## config.mk

```make
export PLATFORM = sky130hd
export DESIGN_NAME = sfc_frame_check
export DESIGN_NICKNAME = d
export VERILOG_FILES = /design/src/hw/rtl/sfc_pkg.sv /design/src/hw/rtl/sfc_frame_check.sv
export SDC_FILE = /design/constraint.sdc
export NUM_CORES = 1
export LEC_CHECK = 0
export BUFFER_PORTS_ARGS = -buffer_cell sky130_fd_sc_hd__buf_2
export CORE_AREA = 2 2 153 155
export CTS_BUF_LIST = sky130_fd_sc_hd__clkbuf_4 sky130_fd_sc_hd__clkbuf_8 sky130_fd_sc_hd__clkbuf_16
export CTS_CLUSTER_DIAMETER = 80
export DETAILED_ROUTE_END_ITERATION = 6
export DIE_AREA = 0 0 155 157
export PLACE_DENSITY = 0.42
export SYNTH_ARGS = -nofsm -noshare
export SYNTH_HDL_FRONTEND = slang
export SYNTH_SLANG_ARGS = --single-unit
```

## constraint.sdc

```tcl
create_clock -name clk -period 9.5 [get_ports clk]
set_clock_uncertainty 0.05 [all_clocks]
set_input_delay 0.95 -clock clk [delete_from_list [all_inputs] [get_ports clk]]
set_output_delay 0.95 -clock clk [all_outputs]
set_load 0.05 [all_outputs]
```

## src/hw/rtl/sfc_pkg.sv

```systemverilog
// Shared types and constants for the storage frame checker.
// Used by every module of the block; depends on nothing.
`default_nettype none

package sfc_pkg;

  // Header layout of a stored record frame.
  localparam int HEADER_BYTES = 10;

  // Position counter: 17 bits, saturating.
  localparam int POS_W = 17;
  localparam logic [POS_W-1:0] POS_MAX       = {POS_W{1'b1}};
  localparam logic [POS_W-1:0] POS_MARKER1   = POS_W'(0);
  localparam logic [POS_W-1:0] POS_CHK_HI    = POS_W'(1);
  localparam logic [POS_W-1:0] POS_CHK_LO    = POS_W'(2);
  localparam logic [POS_W-1:0] POS_LEN_HI    = POS_W'(7);
  localparam logic [POS_W-1:0] POS_LEN_LO    = POS_W'(8);
  localparam logic [POS_W-1:0] POS_MARKER2   = POS_W'(9);
  localparam logic [POS_W-1:0] POS_HDR_BYTES = POS_W'(HEADER_BYTES);

  // Configuration register indexes.
  localparam int CFG_IDX_W = 8;
  localparam logic [CFG_IDX_W-1:0] CFG_MARKER_FIRST  = CFG_IDX_W'(0);
  localparam logic [CFG_IDX_W-1:0] CFG_MARKER_SECOND = CFG_IDX_W'(1);

  // Frame status codes.
  typedef enum logic [2:0] {
    STATUS_OK       = 3'd0,
    STATUS_SHORT    = 3'd1,
    STATUS_MARKER1  = 3'd2,
    STATUS_MARKER2  = 3'd3,
    STATUS_LENGTH   = 3'd4,
    STATUS_CHECKSUM = 3'd5
  } sfc_status_t;

  // One result item.
  typedef struct packed {
    logic        payload_valid;
    logic [7:0]  data;
    logic        frame_done;
    sfc_status_t status;
  } sfc_result_t;

endpackage

`default_nettype wire

```

## src/hw/rtl/sfc_frame_check.sv

```systemverilog
// Frame state and per-byte check logic of the storage frame checker.
// Depends on sfc_pkg for the header layout, status codes and result type.
`default_nettype none

module sfc_frame_check
  import sfc_pkg::*;
(
  input  wire logic        clk,
  input  wire logic        rst_n,
  input  wire logic        step,
  input  wire logic [7:0]  byte_in,
  input  wire logic        last_in,
  input  wire logic [7:0]  marker_first,
  input  wire logic [7:0]  marker_second,
  output sfc_result_t      result
);

  logic [POS_W-1:0] pos_r, pos_nxt;
  logic [15:0]      sum_r, sum_nxt;
  logic [15:0]      chk_r, chk_nxt;
  logic [15:0]      len_r, len_nxt;
  logic [1:0]       merr_r, merr_nxt;
  logic [POS_W-1:0] total;

  always_comb begin
    pos_nxt  = pos_r;
    sum_nxt  = sum_r;
    chk_nxt  = chk_r;
    len_nxt  = len_r;
    merr_nxt = merr_r;
    result   = '{payload_valid: 1'b0, data: 8'h00, frame_done: 1'b0, status: STATUS_OK};

    unique case (pos_r)
      POS_MARKER1: begin
        if (byte_in != marker_first) merr_nxt[0] = 1'b1;
      end
      POS_CHK_HI: chk_nxt = {byte_in, 8'h00};
      POS_CHK_LO: chk_nxt = {chk_r[15:8], byte_in};
      POS_LEN_HI: len_nxt = {byte_in, 8'h00};
      POS_LEN_LO: len_nxt = {len_r[15:8], byte_in};
      POS_MARKER2: begin
        if (byte_in != marker_second) merr_nxt[1] = 1'b1;
      end
      default: begin
        if (pos_r >= POS_HDR_BYTES) begin
          result.payload_valid = 1'b1;
          result.data          = byte_in;
          sum_nxt              = sum_r + {8'h00, byte_in};
        end
      end
    endcase

    total = (pos_r != POS_MAX) ? pos_r + POS_W'(1) : POS_MAX;

    if (last_in) begin
      // Status uses the updated header fields so a last byte inside the
      // header still counts.
      result.frame_done = 1'b1;
      if (total < POS_HDR_BYTES) begin
        result.status = STATUS_SHORT;
      end else if (merr_nxt[0]) begin
        result.status = STATUS_MARKER1;
      end else if (merr_nxt[1]) begin
        result.status = STATUS_MARKER2;
      end else if ({1'b0, len_nxt} != total - POS_HDR_BYTES) begin
        result.status = STATUS_LENGTH;
      end else if (sum_nxt != chk_nxt) begin
        result.status = STATUS_CHECKSUM;
      end else begin
        result.status = STATUS_OK;
      end
      pos_nxt  = '0;
      sum_nxt  = '0;
      chk_nxt  = '0;
      len_nxt  = '0;
      merr_nxt = '0;
    end else begin
      pos_nxt = total;
    end
  end

  always_ff @(posedge clk) begin
    if (!rst_n) begin
      pos_r  <= '0;
      sum_r  <= '0;
      chk_r  <= '0;
      len_r  <= '0;
      merr_r <= '0;
    end else if (step) begin
      pos_r  <= pos_nxt;
      sum_r  <= sum_nxt;
      chk_r  <= chk_nxt;
      len_r  <= len_nxt;
      merr_r <= merr_nxt;
    end
  end

endmodule

`default_nettype wire

```

### After elaboration in Yosys (flattened, before gate mapping)

Index checks and enable logic that the tools add are counted.
W data, S select, Z words.

* logic and storage cells: 44
* flip-flop bits (word level): 67
* input port bits: 28

* reductions and logical operators: 2
* eq/ne operators: 10
* magnitude comparators: 2
* add/sub/neg operators: 3
* muxes and demuxes: 22

Operators with widths (count)
* $mux W16: 5
* $pmux W16 S2: 2
* $eq A17 B4 Y1 const B: 2
* $mux W17: 2
* $mux W9: 2
* $add A17 B1 Y17 const B: 1
* $eq A17 B1 Y1 const B: 1
* $eq A17 B2 Y1 const B: 1
* $eq A17 B3 Y1 const B: 1
* $ge A17 B4 Y1 const B: 1
* $logic_not A17 Y1: 1
* $lt A17 B4 Y1 const B: 1
* $ne A16 B17 Y1: 1
* $ne A17 B17 Y1 const B: 1
* $sub A17 B4 Y17 const B: 1
* $add A16 B8 Y16: 1
* $ne A16 B16 Y1: 1
* $ne A8 B8 Y1: 2
* $mux W3: 5
* $reduce_or A6 Y1: 1
* $mux W1: 4
* $mux W4: 1
* $mux W2: 1

### Logic depth before layout (Yosys ltp)

* depth after elaboration: 10
* gate-level depth with buffers: 15
* depth with buffers taken out: 12

### Worst setup path before layout

Ideal clock, no wire load.

* path kind: input -> output
* from: input byte_in[1]
* to: output result[0] (netlist name)
* buffers on the path: 1
* stages: 12
* arrival: 4211 ps
* path slack: 4289 ps
* data required time: 8500 ps
* cell sequence: clkbuf_1 inv_1 fa_1 nor2b_1 o31ai_1 a211o_1 or3_1 xnor2_1 a221oi_2 o22ai_1 nor4_4 o41ai_2

RTL lines
* from (decl): RTL line sfc_frame_check.sv:11 `input wire logic [7:0] byte_in,`
* to (decl): RTL line sfc_frame_check.sv:15 `output sfc_result_t result`

==> run_results.csv <==
group,metric,value,unit
outcome,outcome,"completed",
synth,yosys_warnings,0,
sta,rsz0062_at_grt,"false",
sta,tightestPinTransition,0.838,ns
clock_network,holdBufCountCts,0,
cells_and_area,final_common_cell,"dfxtp_1",
floorplanning,die-width,155,µm
global_routing,grt_max_degree,66,
worst_hold_path,hold_path_class,"register to register",
floorplanning,dieArea,24300,µm²
detailed_routing,initialDrtViolationCount,301,
floorplanning,rows,55,
floorplanning,die_h,157,µm
worst_setup_path,cp_data_required_time,8.50,ns
global_routing,antenna_found_initial,0,
pwr,pwr_density_cell,112,nW/µm²
cells_and_area,final_cell_mix,"dfxtp_1, nor2_1, nor2b_1",
cells_and_area,drive_gt1_frac,0.130,
cells_and_area,area_growth,10.9,%
run,cap_violations,0,
cells_and_area,nFillCells,2445,
clock_network,htree_levels,3,
worst_setup_path,path_cells,"buf_2 -> ha_1 -> inv_1 -> fa_1 -> nor2b_1 -> o31ai_1 -> a211o_1 -> or3_1 -> or3_1 -> a221oi_2 -> o22ai_1 -> nor4_4 -> o41ai_2 -> buf_2",
detailed_routing,first_pass_iters,4,
detailed_routing,num_vias,5211,
worst_setup_path,arrival,4.49,ns
synth,async_flop_share,0,
cells_and_area,layout.cells.non_filler,990,
synth,synth.distinct_cells,83,
place,dp_slack,4.05,ns
detailed_routing,finalWirelength,18.7,mm
sta,drv_slew,0,
clock_network,numCtsBuffers,9,
synth,yosys_register_bits,67,
place,numPlacedInstances,974,
synth,ys_seq_area_frac,0.239,
synth,postSynthNetCount,736,
cells_and_area,regArea,1340,µm²
place,place_area,5950,µm²
detailed_routing,met3WireLength,721,µm
worst_setup_path,path_max_fanout,11,
sta,finalCritPeriodShare,0.578,
worst_setup_path,cp-start-kind,"input port",
cells_and_area,multi_input_area,3950,µm²
worst_setup_path,crit_slowest_cell,"nor4_4",
worst_setup_path,slowest_delay,0.49,ns
cells_and_area,antenna_cells,0,
clock_network,cts_tree,"done",
synth,ys.flop_type,"dfxtp_1",
worst_setup_path,critPathKind,"input port to primary output",
synth,syn_avg_cell_area,8.10,µm²
clock_network,clk_latency,0.36,ns
clock_network,clockRootBuffer,"clkbuf_16",
pwr,leakagePower,0.00223,µW
floorplanning,start_util,0.250,
clock_network,clock_path_buffers,2,
synth,syn_area,5620,µm²
detailed_routing,route.met2.wl,8.44,mm
synth,synth_enable_flop_cells,0,
detailed_routing,avgRoutedWirePerCell,18.9,µm
cells_and_area,nNetsFinal,742,
cells_and_area,fin_area,6240,µm²
clock_network,clk_pin_slew_worst_paths,0.06,ns
sta,setup_viol,0,
clock_network,cts.sink_count,67,
floorplanning,ioPinCount,41,
clock_network,cts-resized-gates,0,
sta,fin_ws,4.01,ns
sta,fin_setup_tns,0,ns
sta,finalHoldViolCount,0,
worst_setup_path,end_kind,"primary output",
detailed_routing,met1_length,9.11,mm
sta,relSlewSlack,0.437,
global_routing,track_usage,0.156,
global_routing,grt_pass1_wl,29.3,mm
detailed_routing,top_layer,"met4",
global_routing,grt_pass1_vias,4992,
place,place_congestion,0.795,
clock_network,post-cts-setup-buffers,0,
place,port_buffers,40,
global_routing,grt-ovfl-total,0,
sta,max_freq,182,MHz
pwr,irDropWorstVdd,75.0,µV
place,post-dp-hpwl,12.8,mm
detailed_routing,antenna_left,0,
floorplanning,core-area,22500,µm²
synth,synthCells,694,
detailed_routing,route.detailed.drc,0,
sta,finalCriticalPeriod,5.49,ns
detailed_routing,avgViaCountPerCell,5.26,
## synth_stat cells (11+ instances only)
library cell  number  area share
and2_1            14       0.016
a21oi_1           31       0.028
xnor2_1           32       0.050
dfxtp_1           67        0.24
nand3_1           19       0.017
o21ai_0           29       0.026
nor2b_1           53       0.059
mux2i_1           11       0.020
inv_1             12      0.0080
nand2_1           25       0.017
nor2_1            57       0.038
xor2_1            29       0.045
a22oi_1           52       0.069
clkbuf_1          30       0.020
nor3_1            22       0.020
and3_1            11       0.012
nor4_1            11       0.012
a32oi_1           11       0.017
ha_1              13       0.029
## report_power, final
part | internal (µW) | leakage, µW | switching [µW]
clock network | 183 | 0.000133 | 150
registers | 282 | 0.000540 | 1.26
logic | 27.8 | 0.00155 | 53.6
## sequential cells by signal (all words and copies together), names as in the netlist
register and count:
sum_r 16, chk_r 16, pos_r 17, len_r 16, merr_r 2
## worst max-delay path, delay by kind of cell
family | cells | cell delay [ns]
buffers and inverters | 3 | 0.56
AOI/OAI and AO/OA | 5 | 0.93
adders and majority gates | 2 | 0.62
and+or+nand+nor | 4 | 1.42
## stage by stage
step / hold WS, ns / util / power, µW
after floorplan: 0.410 / - / 342
after global placement: 0.423 / 0.265 / 373
after detailed placement: 0.434 / 0.265 / 371
after CTS: 0.444 / 0.277 / 707
after global routing: 0.470 / 0.277 / 725
final: 0.441 / 0.277 / 697
## cell type report
class,count,area share
repair buffers,47,0.0405
clock inverters,6,0.00802
multi-input cells,561,0.634
clock buffers,10,0.0373
inverters,14,0.00843
flip-flops and latches,67,0.215
well taps,285,0.0572
## final timing paths
kind / end / depth (start not counted) / slack (ns) / start
worst max-delay path: result[0] / 14 / 4.01 / byte_in[0]
worst min-delay path: merr_r[1] / 2 / 0.44 / merr_r[1]
worst max register to register: sum_r[6] / 7 / 6.15 / pos_r[10]
worst min register to register: merr_r[1] / 2 / 0.44 / merr_r[1]
## logic make-up (layout without fill, tap and decap cells)
| logic type | after synthesis | after routing | share of synthesized area |
|---|---|---|---|
| AOI/OAI and AO/OA | 205 | 205 | 0.265 |
| buffers and inverters | 66 | 77 | 0.0587 |
| xor gates and xnor gates | 64 | 64 | 0.106 |
| adders and majority gates | 14 | 14 | 0.0325 |
| muxes | 12 | 12 | 0.0223 |
| DFF | 67 | 67 | 0.239 |
| and+or+nand+nor | 266 | 266 | 0.277 |
## metal layers
metal | vias up | GRT usage
met3 | 22 | 0.0311
met1 | 2486 | 0.212
met5 | - | 0
met2 | 111 | 0.249
li1 | 2592 | -
met4 | 0 | 0.0503
No activity file was read; power rests on OpenSTA's default activity.
